`src/rtl/tmls_pkg.sv`:
```
`timescale 1ns / 1ps

package tmls_pkg;

  localparam int NUM_MODES = 5;

  // Phase wrap point of the motor 1 / motor 3 drive sequence.
  localparam logic [4:0] PHASE_COUNT = 5'd16;

  // Mode codes
  localparam logic [2:0] MODE_STD      = 3'd0;
  localparam logic [2:0] MODE_FAST_ADV = 3'd1;
  localparam logic [2:0] MODE_SLOW_ADV = 3'd2;
  localparam logic [2:0] MODE_SLOW_RET = 3'd3;
  localparam logic [2:0] MODE_REWIND   = 3'd4;

  // Configuration register indexes
  localparam logic [1:0] CFG_MODE_SELECT   = 2'd0;
  localparam logic [1:0] CFG_M1_MOVE_LIMIT = 2'd1;
  localparam logic [1:0] CFG_M2_RELOAD     = 2'd2;
  localparam logic [1:0] CFG_M2_PPS        = 2'd3;

  // Active motor codes as reported on the result
  localparam logic [1:0] ACT_M3 = 2'd0;
  localparam logic [1:0] ACT_M2 = 2'd1;
  localparam logic [1:0] ACT_M1 = 2'd2;

  typedef enum logic [2:0] {
    SQ_M3 = 3'b001,
    SQ_M2 = 3'b010,
    SQ_M1 = 3'b100
  } seq_t;

  // Per-mode reset values
  localparam seq_t       SEQ_INIT      [NUM_MODES] = '{SQ_M3, SQ_M3, SQ_M3, SQ_M1, SQ_M1};
  localparam logic [4:0] M1_PHASE_INIT [NUM_MODES] = '{5'd6, 5'd0, 5'd0, 5'd16, 5'd16};
  localparam logic [4:0] M3_PHASE_INIT [NUM_MODES] = '{5'd0, 5'd0, 5'd0, 5'd16, 5'd16};
  localparam logic [7:0] MOVE_CNT_INIT [NUM_MODES] = '{8'd0, 8'd1, 8'd1, 8'd0, 8'd0};

  localparam logic [15:0] M2_REMAINING_INIT = 16'd500;
  localparam logic [1:0]  RET_LIMIT_INIT    = 2'd2;
  localparam logic [1:0]  RET_LIMIT_NEXT    = 2'd1;

  localparam logic [2:0]  CFG_MODE_RST   = MODE_STD;
  localparam logic [7:0]  CFG_LIMIT_RST  = 8'd4;
  localparam logic [15:0] CFG_RELOAD_RST = 16'd500;
  localparam logic [7:0]  CFG_PPS_RST    = 8'd8;

  typedef struct packed {
    logic [2:0]  mode_select;
    logic [7:0]  m1_move_limit;
    logic [15:0] m2_move_reload;
    logic [7:0]  m2_pulses_per_step;
  } cfg_t;

  typedef struct packed {
    logic [1:0] active_motor;
    logic       light_on;
    logic       m2_reverse;
    logic       m2_clock_pulse;
    logic       m1_drive_valid;
    logic [7:0] m1_drive;
    logic       m3_drive_valid;
    logic [7:0] m3_drive;
  } res_t;

  function automatic logic [7:0] drive_byte(input logic [3:0] idx);
    logic [7:0] b;
    case (idx)
      4'd0:    b = 8'h06;
      4'd1:    b = 8'h46;
      4'd2:    b = 8'h06;
      4'd3:    b = 8'h44;
      4'd4:    b = 8'h04;
      4'd5:    b = 8'h44;
      4'd6:    b = 8'h44;
      4'd7:    b = 8'h40;
      4'd8:    b = 8'h00;
      4'd9:    b = 8'h40;
      4'd10:   b = 8'h00;
      4'd11:   b = 8'h42;
      4'd12:   b = 8'h02;
      4'd13:   b = 8'h42;
      4'd14:   b = 8'h42;
      4'd15:   b = 8'h46;
      default: b = 8'h00;
    endcase
    return b;
  endfunction

  function automatic logic [1:0] seq_code(input seq_t s);
    logic [1:0] c;
    case (s)
      SQ_M3:   c = ACT_M3;
      SQ_M2:   c = ACT_M2;
      SQ_M1:   c = ACT_M1;
      default: c = ACT_M3;
    endcase
    return c;
  endfunction

endpackage

```
`src/rtl/tmls_phase_step.sv`:
```
`timescale 1ns / 1ps

// One step of a motor phase: forward emits then advances, backward
// retreats (wrapping at zero) then emits.
module tmls_phase_step
  import tmls_pkg::*;
(
  input  logic       fwd,
  input  logic [4:0] phase,
  output logic [4:0] phase_nxt,
  output logic [7:0] drive,
  output logic       wrap
);

  logic [4:0] inc;
  logic [4:0] base;
  logic [4:0] dec;

  always_comb begin
    inc  = phase + 5'd1;
    base = (phase == 5'd0) ? PHASE_COUNT : phase;
    dec  = base - 5'd1;
    if (fwd) begin
      drive     = drive_byte(phase[3:0]);
      wrap      = (inc >= PHASE_COUNT);
      phase_nxt = wrap ? 5'd0 : inc;
    end else begin
      drive     = drive_byte(dec[3:0]);
      wrap      = 1'b0;
      phase_nxt = dec;
    end
  end

endmodule

```
`src/rtl/tmls_seq_core.sv`:
```
`timescale 1ns / 1ps

// Per-mode sequence state and the single-tick decision logic.
module tmls_seq_core
  import tmls_pkg::*;
(
  input  logic clk,
  input  logic rst_n,
  input  logic tick_en,
  input  cfg_t cfg,
  input  logic limit_up,
  input  logic limit_down,
  input  logic advance_request,
  output res_t res
);

  seq_t        seq_r       [NUM_MODES];
  logic [4:0]  m1_phase_r  [NUM_MODES];
  logic [4:0]  m3_phase_r  [NUM_MODES];
  logic [7:0]  pulse_cnt_r [NUM_MODES];
  logic [7:0]  move_cnt_r  [NUM_MODES];
  logic [15:0] m2_rem_r;
  logic [1:0]  ret_limit_r;
  logic        lamp_r;

  seq_t        seq_nxt;
  logic [4:0]  m1_phase_nxt;
  logic [4:0]  m3_phase_nxt;
  logic [7:0]  pulse_cnt_nxt;
  logic [7:0]  move_cnt_nxt;
  logic [15:0] m2_rem_nxt;
  logic [1:0]  ret_limit_nxt;
  logic        lamp_nxt;

  logic [2:0]  mode;
  logic        mode_ok;
  logic [2:0]  idx;
  logic        is_fwd;
  seq_t        seq_cur;
  logic [4:0]  p1_cur;
  logic [4:0]  p3_cur;
  logic [7:0]  pc_cur;
  logic [7:0]  mc_cur;

  logic [4:0]  p1_step;
  logic [4:0]  p3_step;
  logic [7:0]  d1_step;
  logic [7:0]  d3_step;
  logic        wrap1;
  logic        wrap3;

  logic [7:0]  cnt_inc;
  logic        m2_expire;
  logic        stop;

  assign mode    = cfg.mode_select;
  assign mode_ok = (mode <= MODE_REWIND);
  assign idx     = mode_ok ? mode : MODE_STD;
  assign is_fwd  = (mode <= MODE_SLOW_ADV);
  assign seq_cur = seq_r[idx];
  assign p1_cur  = m1_phase_r[idx];
  assign p3_cur  = m3_phase_r[idx];
  assign pc_cur  = pulse_cnt_r[idx];
  assign mc_cur  = move_cnt_r[idx];

  tmls_phase_step u_step_m3 (
    .fwd       (is_fwd),
    .phase     (p3_cur),
    .phase_nxt (p3_step),
    .drive     (d3_step),
    .wrap      (wrap3)
  );

  tmls_phase_step u_step_m1 (
    .fwd       (is_fwd),
    .phase     (p1_cur),
    .phase_nxt (p1_step),
    .drive     (d1_step),
    .wrap      (wrap1)
  );

  assign cnt_inc   = pc_cur + 8'd1;
  assign m2_expire = (m2_rem_r == 16'd0);

  always_comb begin
    seq_nxt       = seq_cur;
    m1_phase_nxt  = p1_cur;
    m3_phase_nxt  = p3_cur;
    pulse_cnt_nxt = pc_cur;
    move_cnt_nxt  = mc_cur;
    m2_rem_nxt    = m2_rem_r;
    ret_limit_nxt = ret_limit_r;
    lamp_nxt      = lamp_r;
    stop          = 1'b0;
    res           = '0;

    if (mode_ok) begin
      res.m2_reverse = (mode == MODE_SLOW_RET);
      case (seq_cur)
        SQ_M3: begin
          stop = is_fwd ? limit_up : limit_down;
          if (stop) begin
            seq_nxt = (mode inside {MODE_FAST_ADV, MODE_REWIND}) ? SQ_M1 : SQ_M2;
          end else begin
            res.m3_drive_valid = 1'b1;
            res.m3_drive       = d3_step;
            m3_phase_nxt       = p3_step;
          end
        end
        SQ_M2: begin
          if (mode inside {MODE_STD, MODE_SLOW_ADV, MODE_SLOW_RET}) begin
            stop = (mode == MODE_SLOW_RET) ? limit_up : limit_down;
            if (stop) begin
              if (mode == MODE_STD) begin
                lamp_nxt = 1'b0;
              end
              seq_nxt = SQ_M3;
            end else begin
              if (mode == MODE_STD) begin
                lamp_nxt = 1'b1;
              end
              if (mode != MODE_STD || advance_request) begin
                res.m2_clock_pulse = 1'b1;
                if (!m2_expire) begin
                  // a step is a full group of pulses; zero pulses-per-step
                  // makes every pulse a step
                  if (cnt_inc >= cfg.m2_pulses_per_step) begin
                    pulse_cnt_nxt = 8'd0;
                    m2_rem_nxt    = m2_rem_r - 16'd1;
                  end else begin
                    pulse_cnt_nxt = cnt_inc;
                  end
                end else begin
                  m2_rem_nxt = cfg.m2_move_reload;
                  if (mode != MODE_SLOW_ADV) begin
                    lamp_nxt = 1'b0;
                  end
                  seq_nxt = SQ_M1;
                end
              end
            end
          end
        end
        SQ_M1: begin
          if (mode inside {MODE_STD, MODE_SLOW_ADV}) begin
            if (mc_cur < cfg.m1_move_limit) begin
              res.m1_drive_valid = 1'b1;
              res.m1_drive       = d1_step;
              m1_phase_nxt       = p1_step;
              if (wrap1) begin
                move_cnt_nxt = mc_cur + 8'd1;
              end
            end else begin
              move_cnt_nxt = 8'd0;
              seq_nxt      = SQ_M2;
            end
          end else if (mode == MODE_FAST_ADV) begin
            if (!limit_down) begin
              res.m1_drive_valid = 1'b1;
              res.m1_drive       = d1_step;
              m1_phase_nxt       = p1_step;
              if (wrap1) begin
                move_cnt_nxt = mc_cur + 8'd1;
              end
            end else begin
              seq_nxt = SQ_M3;
            end
          end else if (mode == MODE_SLOW_RET) begin
            if (mc_cur <= {6'd0, ret_limit_r}) begin
              res.m1_drive_valid = 1'b1;
              res.m1_drive       = d1_step;
              m1_phase_nxt       = p1_step;
              if (p1_step == 5'd0) begin
                move_cnt_nxt = mc_cur + 8'd1;
              end
            end else begin
              ret_limit_nxt = RET_LIMIT_NEXT;
              move_cnt_nxt  = 8'd1;
              seq_nxt       = SQ_M2;
            end
          end else begin
            if (!limit_up) begin
              res.m1_drive_valid = 1'b1;
              res.m1_drive       = d1_step;
              m1_phase_nxt       = p1_step;
            end else begin
              seq_nxt = SQ_M3;
            end
          end
        end
        default: begin
          seq_nxt = seq_cur;
        end
      endcase
      res.active_motor = seq_code(seq_nxt);
    end
    res.light_on = lamp_nxt;
  end

  always_ff @(posedge clk) begin
    if (!rst_n) begin
      for (int i = 0; i < NUM_MODES; i++) begin
        seq_r[i]       <= SEQ_INIT[i];
        m1_phase_r[i]  <= M1_PHASE_INIT[i];
        m3_phase_r[i]  <= M3_PHASE_INIT[i];
        pulse_cnt_r[i] <= 8'd0;
        move_cnt_r[i]  <= MOVE_CNT_INIT[i];
      end
      m2_rem_r    <= M2_REMAINING_INIT;
      ret_limit_r <= RET_LIMIT_INIT;
      lamp_r      <= 1'b0;
    end else if (tick_en && mode_ok) begin
      seq_r[idx]       <= seq_nxt;
      m1_phase_r[idx]  <= m1_phase_nxt;
      m3_phase_r[idx]  <= m3_phase_nxt;
      pulse_cnt_r[idx] <= pulse_cnt_nxt;
      move_cnt_r[idx]  <= move_cnt_nxt;
      m2_rem_r         <= m2_rem_nxt;
      ret_limit_r      <= ret_limit_nxt;
      lamp_r           <= lamp_nxt;
    end
  end

  // return-mode limit only ever holds its two legal values
  a_ret_limit: assert property (@(posedge clk) disable iff (!rst_n)
    (ret_limit_r == RET_LIMIT_INIT) || (ret_limit_r == RET_LIMIT_NEXT))
    else $error("return move limit out of range");

  // an undefined mode leaves the shared countdown alone
  a_bad_mode_idle: assert property (@(posedge clk) disable iff (!rst_n)
    (tick_en && !mode_ok) |=> $stable(m2_rem_r) && $stable(lamp_r))
    else $error("undefined mode changed shared state");

endmodule

```
`src/rtl/three_motor_limit_switch_sequencer.sv`:
```
`timescale 1ns / 1ps

// Path: an accepted request waits in the input register, then moves into the result register that drives out_tvalid.
// Throughput: one request per cycle while the result side is not stalled; the decision logic is a single pass.
// A stalled result holds in the output register while the input register still takes a request.
// Reset: rst_n synchronous, active low; clears all per-mode state to its initial values
// and the configuration registers to mode 0, limit 4, reload 500, 8 pulses per step.
module three_motor_limit_switch_sequencer
  import tmls_pkg::*;
(
  input  logic        clk,
  input  logic        rst_n,
  // tick requests
  input  logic        in_tvalid,
  output logic        in_tready,
  input  logic [7:0]  in_tdata,   // [0] limit_up, [1] limit_down, [2] advance_request
  // results
  output logic        out_tvalid,
  input  logic        out_tready,
  output logic [23:0] out_tdata,  // [7:0] m3_drive, [8] m3_drive_valid, [16:9] m1_drive,
                                  // [17] m1_drive_valid, [18] m2_clock_pulse,
                                  // [19] m2_reverse, [20] light_on, [22:21] active_motor
  // configuration writes
  input  logic        cfg_we,
  input  logic [1:0]  cfg_index,
  input  logic [15:0] cfg_data
);

  cfg_t cfg_r;

  // input register
  logic in_v_r;
  logic in_v_nxt;
  logic up_r;
  logic down_r;
  logic req_r;

  // result register
  logic out_v_r;
  logic out_v_nxt;
  res_t out_r;
  res_t res;

  logic in_acc;
  logic adv;

  // The held request moves into the result register whenever that
  // register is empty or is being drained this cycle.
  assign adv       = in_v_r && (!out_v_r || out_tready);
  assign in_tready = !in_v_r || adv;
  assign in_acc    = in_tvalid && in_tready;

  assign in_v_nxt  = in_acc ? 1'b1 : (adv ? 1'b0 : in_v_r);
  assign out_v_nxt = adv ? 1'b1 : (out_tready ? 1'b0 : out_v_r);

  always_ff @(posedge clk) begin
    if (!rst_n) begin
      cfg_r.mode_select        <= CFG_MODE_RST;
      cfg_r.m1_move_limit      <= CFG_LIMIT_RST;
      cfg_r.m2_move_reload     <= CFG_RELOAD_RST;
      cfg_r.m2_pulses_per_step <= CFG_PPS_RST;
    end else if (cfg_we) begin
      case (cfg_index)
        CFG_MODE_SELECT:   cfg_r.mode_select        <= cfg_data[2:0];
        CFG_M1_MOVE_LIMIT: cfg_r.m1_move_limit      <= cfg_data[7:0];
        CFG_M2_RELOAD:     cfg_r.m2_move_reload     <= cfg_data;
        CFG_M2_PPS:        cfg_r.m2_pulses_per_step <= cfg_data[7:0];
        default:           cfg_r                    <= cfg_r;
      endcase
    end
  end

  always_ff @(posedge clk) begin
    if (!rst_n) begin
      in_v_r  <= 1'b0;
      out_v_r <= 1'b0;
    end else begin
      in_v_r  <= in_v_nxt;
      out_v_r <= out_v_nxt;
    end
  end

  // payload registers
  always_ff @(posedge clk) begin
    if (in_acc) begin
      up_r   <= in_tdata[0];
      down_r <= in_tdata[1];
      req_r  <= in_tdata[2];
    end
    if (adv) begin
      out_r <= res;
    end
  end

  tmls_seq_core u_core (
    .clk             (clk),
    .rst_n           (rst_n),
    .tick_en         (adv),
    .cfg             (cfg_r),
    .limit_up        (up_r),
    .limit_down      (down_r),
    .advance_request (req_r),
    .res             (res)
  );

  assign out_tvalid = out_v_r;
  assign out_tdata  = {1'b0, out_r};

  // one motor action per tick at most
  a_one_action: assert property (@(posedge clk) disable iff (!rst_n)
    out_v_r |-> $countones({out_r.m3_drive_valid, out_r.m1_drive_valid,
                            out_r.m2_clock_pulse}) <= 1)
    else $error("more than one motor driven in a tick");

  // drive bytes are zero unless that motor stepped
  a_drive_zero: assert property (@(posedge clk) disable iff (!rst_n)
    out_v_r |-> (out_r.m3_drive_valid || out_r.m3_drive == 8'd0) &&
                (out_r.m1_drive_valid || out_r.m1_drive == 8'd0))
    else $error("drive byte set without a step");

  // active motor code is never the unused value
  a_act_code: assert property (@(posedge clk) disable iff (!rst_n)
    out_v_r |-> out_r.active_motor != 2'd3)
    else $error("bad active motor code");

  // a held request is not dropped while the result side stalls
  a_hold: assert property (@(posedge clk) disable iff (!rst_n)
    (in_v_r && !adv) |=> in_v_r)
    else $error("held request lost");

endmodule

```
`config.mk`:
```
export PLATFORM = sky130hd
export DESIGN_NAME = three_motor_limit_switch_sequencer
export DESIGN_NICKNAME = d
export VERILOG_FILES = /design/src/rtl/tmls_pkg.sv /design/src/rtl/tmls_phase_step.sv /design/src/rtl/tmls_seq_core.sv /design/src/rtl/three_motor_limit_switch_sequencer.sv
export SDC_FILE = /design/constraint.sdc
export NUM_CORES = 1
export LEC_CHECK = 0
export BUFFER_PORTS_ARGS = -buffer_cell sky130_fd_sc_hd__buf_4
export CAP_MARGIN = 15
export CORE_UTILIZATION = 45
export CTS_BUF_LIST = sky130_fd_sc_hd__clkbuf_8
export CTS_CLUSTER_SIZE = 14
export DETAILED_ROUTE_END_ITERATION = 10
export HOLD_SLACK_MARGIN = 0.15
export PLACE_DENSITY = 0.64
export SYNTH_ARGS = -nofsm -noshare
export SYNTH_HDL_FRONTEND = slang
export SYNTH_SLANG_ARGS = --single-unit
```
`constraint.sdc`:
```
create_clock -name clk -period 5 [get_ports clk]
set_input_delay 0.75 -clock clk [delete_from_list [all_inputs] [get_ports clk]]
set_output_delay 0.75 -clock clk [all_outputs]
set_load 0.01 [all_outputs]
```
==> results by group <==
STA
  – Final setup fails: 0
  – Max_slew headroom: 36.4%
  – Worst hold margin: 0.391 ns
  – Post-route clock period utilization: 92.5%
  – Final Hold Viols: 0
  – Setup TNS Final: 0 ns
  – Worst Max-Slew Pin Slew: 0.947 ns
  – RSZ-0062 raised after global routing: false
  – Final Max Tran Viols: 0
  – Tmin final: 4.62 ns
  – FMAX: 216 MHz
  – Worst Clk Skew: 0.0296 ns

CTS
  – CTS hold repair buffers: 0
  – # resized after CTS: 0
  – CTS tree: yes
  – Latest clock arrival within the worst-skew pair: 0.55 ns
  – Post-CTS Repair Setup Buffers: 0
  – Max H-tree Level: 2
  – Clock buffer depth: 3
  – Reg clk slew, reported paths: 0.06 ns
  – Root Buffer: clkbuf_8
  – CTS sink count: 217
  – CTS Buf Count: 39

Setup path
  – CP Launch Point: cfg_r[33]
  – R2R Path End: u_core.m2_rem_r[14]
  – Reg2reg start: cfg_r[33]
  – Critical Path End Type: flop
  – Worst Setup Start Kind: flop
  – CP arrival: 5.09 ns
  – WS Path Type: reg2reg
  – Crit-path max FO: 25
  – R2R setup slack: 0.38 ns
  – Worst EP required: 5.46 ns
  – R2R cell count: 14

Pwr
  – Leakage: 0.00534 uW
  – Switching power: 1270 uW
  – Comb power frac: 17.1%
  – Sw Share: 28.5%
  – Pwr/cell area: 309 nW/um^2
  – Seq pwr share: 45.7%
  – Maximum VDD drop: 0.206 mV
  – Clock network fraction of design power: 37.1%
  – Internal power: 3180 uW

Yosys
  – Post-Syn Area per Cell: 9.58 um^2
  – Synth Cell Area: 12,800 um^2
  – Yosys top cell by area: edfxtp_1
  – Ys Warns: 0
  – Fraction of registers with async set/reset: 0%
  – EDFF count, synth: 161
  – Post-synth top area share: 37.9%
  – Ys flop type: edfxtp_1
  – Syn Inst Count: 1,333
  – #FFs+latches synth: 217
  – Fraction of the yosys area taken by sequential cells: 46.7%
  – Synth top area cells: edfxtp_1 38%, dfxtp_1 8.8%, nor2_1 5.0%
  – Count of different cell masters after synthesis: 90

Min path
  – Hold WC Path Type: in2reg
  – Hold Path Sink: down_r
  – WHS Path Cells: 1
  – Hold Startpoint: in_tdata[1]

Status
  – Outcome: complete, no violations

Routing
  – Drt drc: 0
  – WL/cell: 20.3 um
  – DR vias: 10,700
  – Initial DRC Count: 973
  – Post-route ant nets: 0
  – Vias per cell: 5.93
  – DRT Pass-1 Iters: 6
  – Final wirelength: 36,600 um

Global route
  – Initial antenna violation count: 0
  – Largest net degree at the start of global routing: 61
  – First-pass GRT wire length: 57,500 um
  – Gr ovfl total: 0
  – Vias in the first global route: 10,200
  – Total GRT Usage: 25.9%

Place
  – Placed Area: 13,600 um^2
  – RD Place Congestion: 0.956
  – Dpl hpwl: 24,700 um
  – Number of port buffers: 40

Floorplan
  – Die ar.: 29,000 um^2
  – Ports: 57
  – Die Height: 170 um
  – Starting Density: 45.8%
  – Core area: 27,900 um^2
  – Row count: 61
  – Die X: 170 um

Layout
  – Antenna cells: 0
  – Layout Nets: 1,467
  – Final core occ: 51.7%
  – Share of layout cells above drive strength 1: 15.4%
  – Synthesis-to-layout area growth: 12.8%
  – Layout fillers: 2,613
  – Finished Cell Area: 14,400 um^2

Run
  – Max-cap violations: 0
-- flip-flops by register name, summed over array words and instances, names as in the netlist --
| name | cells |
|---|---|
| u_core.m2_rem_r | 16 |
| in_v_r | 1 |
| u_core.lamp_r | 1 |
| up_r | 1 |
| down_r | 1 |
| cfg_r | 35 |
| out_tvalid | 1 |
| u_core.pulse_cnt_r | 40 |
| out_tdata | 13 |
| u_core.ret_limit_r | 2 |
| u_core.seq_r | 15 |
| req_r | 1 |
| u_core.move_cnt_r | 40 |
| u_core.m1_phase_r | 25 |
| u_core.m3_phase_r | 25 |
-- worst max-delay path, cell delays in order (launching register included) --
cell,delay (ns)
dfxtp_2,0.73
and2b_1,0.27
mux2_2,0.26
mux4_2,0.53
ha_1,0.25
nand3_1,0.09
nor3_1,0.08
xnor2_1,0.26
ha_1,0.23
a211o_1,0.12
o221ai_1,0.18
o21ai_0,0.55
nand3_1,0.27
or4_1,0.56
a21boi_1,0.15
-- placed cells by master (no fill, tap or decap), types with 10 or more instances in the layout --
| master | synthesis | layout |
|---|---|---|
| buf_4 | 21 | 104 |
| clkbuf_8 | 0 | 41 |
| nand2b_1 | 19 | 19 |
| o21ai_1 | 12 | 12 |
| nand2_1 | 144 | 144 |
| or3_1 | 11 | 11 |
| o31ai_1 | 16 | 16 |
| o21ai_0 | 44 | 44 |
| a31oi_1 | 17 | 17 |
| a21boi_0 | 26 | 26 |
| conb_1 | 1 | 11 |
| nor3_1 | 44 | 43 |
| a211oi_1 | 12 | 12 |
| ha_1 | 38 | 38 |
| nor4_1 | 10 | 10 |
| a21oi_1 | 67 | 67 |
| mux2i_1 | 41 | 41 |
| dfxtp_1 | 56 | 53 |
| nand3_1 | 45 | 45 |
| a21o_1 | 10 | 10 |
| inv_1 | 56 | 70 |
| mux2_2 | 32 | 32 |
| nor2b_1 | 18 | 18 |
| o211ai_1 | 19 | 19 |
| nor2_1 | 171 | 171 |
| edfxtp_1 | 161 | 161 |
-- how the worst max path moves through the flow --
stage	endpoint	cells past startpoint
final	u_core.m2_rem_r[14]	14
after global routing	u_core.seq_r[3][2]	13
after CTS	u_core.m2_rem_r[14]	14
after detailed placement	u_core.m2_rem_r[14]	14
after global placement	u_core.m2_rem_r[14]	14
after floorplan	u_core.move_cnt_r[0][0]	16
-- final cells by class --
cell class                 count  area [um^2]  share of cell area, %
timing repair buffer         106          821                   5.70
sequential                   217         5960                   41.4
multi-input combinational    977         6170                   42.8
clock inverter                28          194                   1.35
inverter                      57          216                   1.50
clock buffer                  41          564                   3.92
tap                          378          473                   3.28
-- power groups by stage --
stage	combinational [uW]	sequential [uW]	clock (uW)
detailed placement	747	2070	0
CTS	751	2040	1680
floorplan	515	2060	0
finish	762	2040	1650
global route	831	2040	1760
global placement	739	2070	0
-- synthesized netlist by cell type (all sizes together), types with 5 or more instances --
cell type and instances:
and2 5, edfxtp 161, o21a 8, clkbuf 40, mux4 5, a21boi 27
nand2b 19, nand2 144, o21ai 56, o31ai 17, nor3 45, buf 52
o211ai 19, or2 6, inv 57, a21oi 70, mux2i 41, nand3b 8
o221ai 5, and3 7, a211o 6, nor4 11, a31oi 17, nand4 8
a21o 10, o311ai 5, or3 11, nand3 45, a211oi 13, o32ai 5
xnor2 7, a221o 6, nor3b 7, dfxtp 56, mux2 32, nor2b 18
nor2 171, ha 38
-- cell families after synthesis --
kind of cell,count (synthesis),share of synthesized area (%)
AND/OR/NAND/NOR,524,19.3
AO/OA/AOI/OAI,318,17.5
flip-flops,217,46.7
buffers and inverters,149,5.35
multiplexers,78,6.92
adder cells (fa/ha/maj),38,3.72
XOR/XNOR,8,0.549
other,1,0.0294
-- per-layer routing --
layer  vias up  GRT usage, %  routed length (um)
met4         0          7.91                 963
met1      5187          35.0               16200
met5         -             0                   0
met3        81          4.02                2490
met2       405          42.5               16900
li1       5025             -                   -
-- metrics by stage --
stage | std cells | power, uW | setup slack, ns
CTS | 1804 | 4460 | 0.353
finish | 1804 | 4450 | 0.375
detailed placement | 1735 | 2820 | 0.393
global route | 1804 | 4630 | 0.118
global placement | 1735 | 2810 | 0.448
floorplan | 1343 | 2570 | 0.679
(Power assumes the default switching activity.)
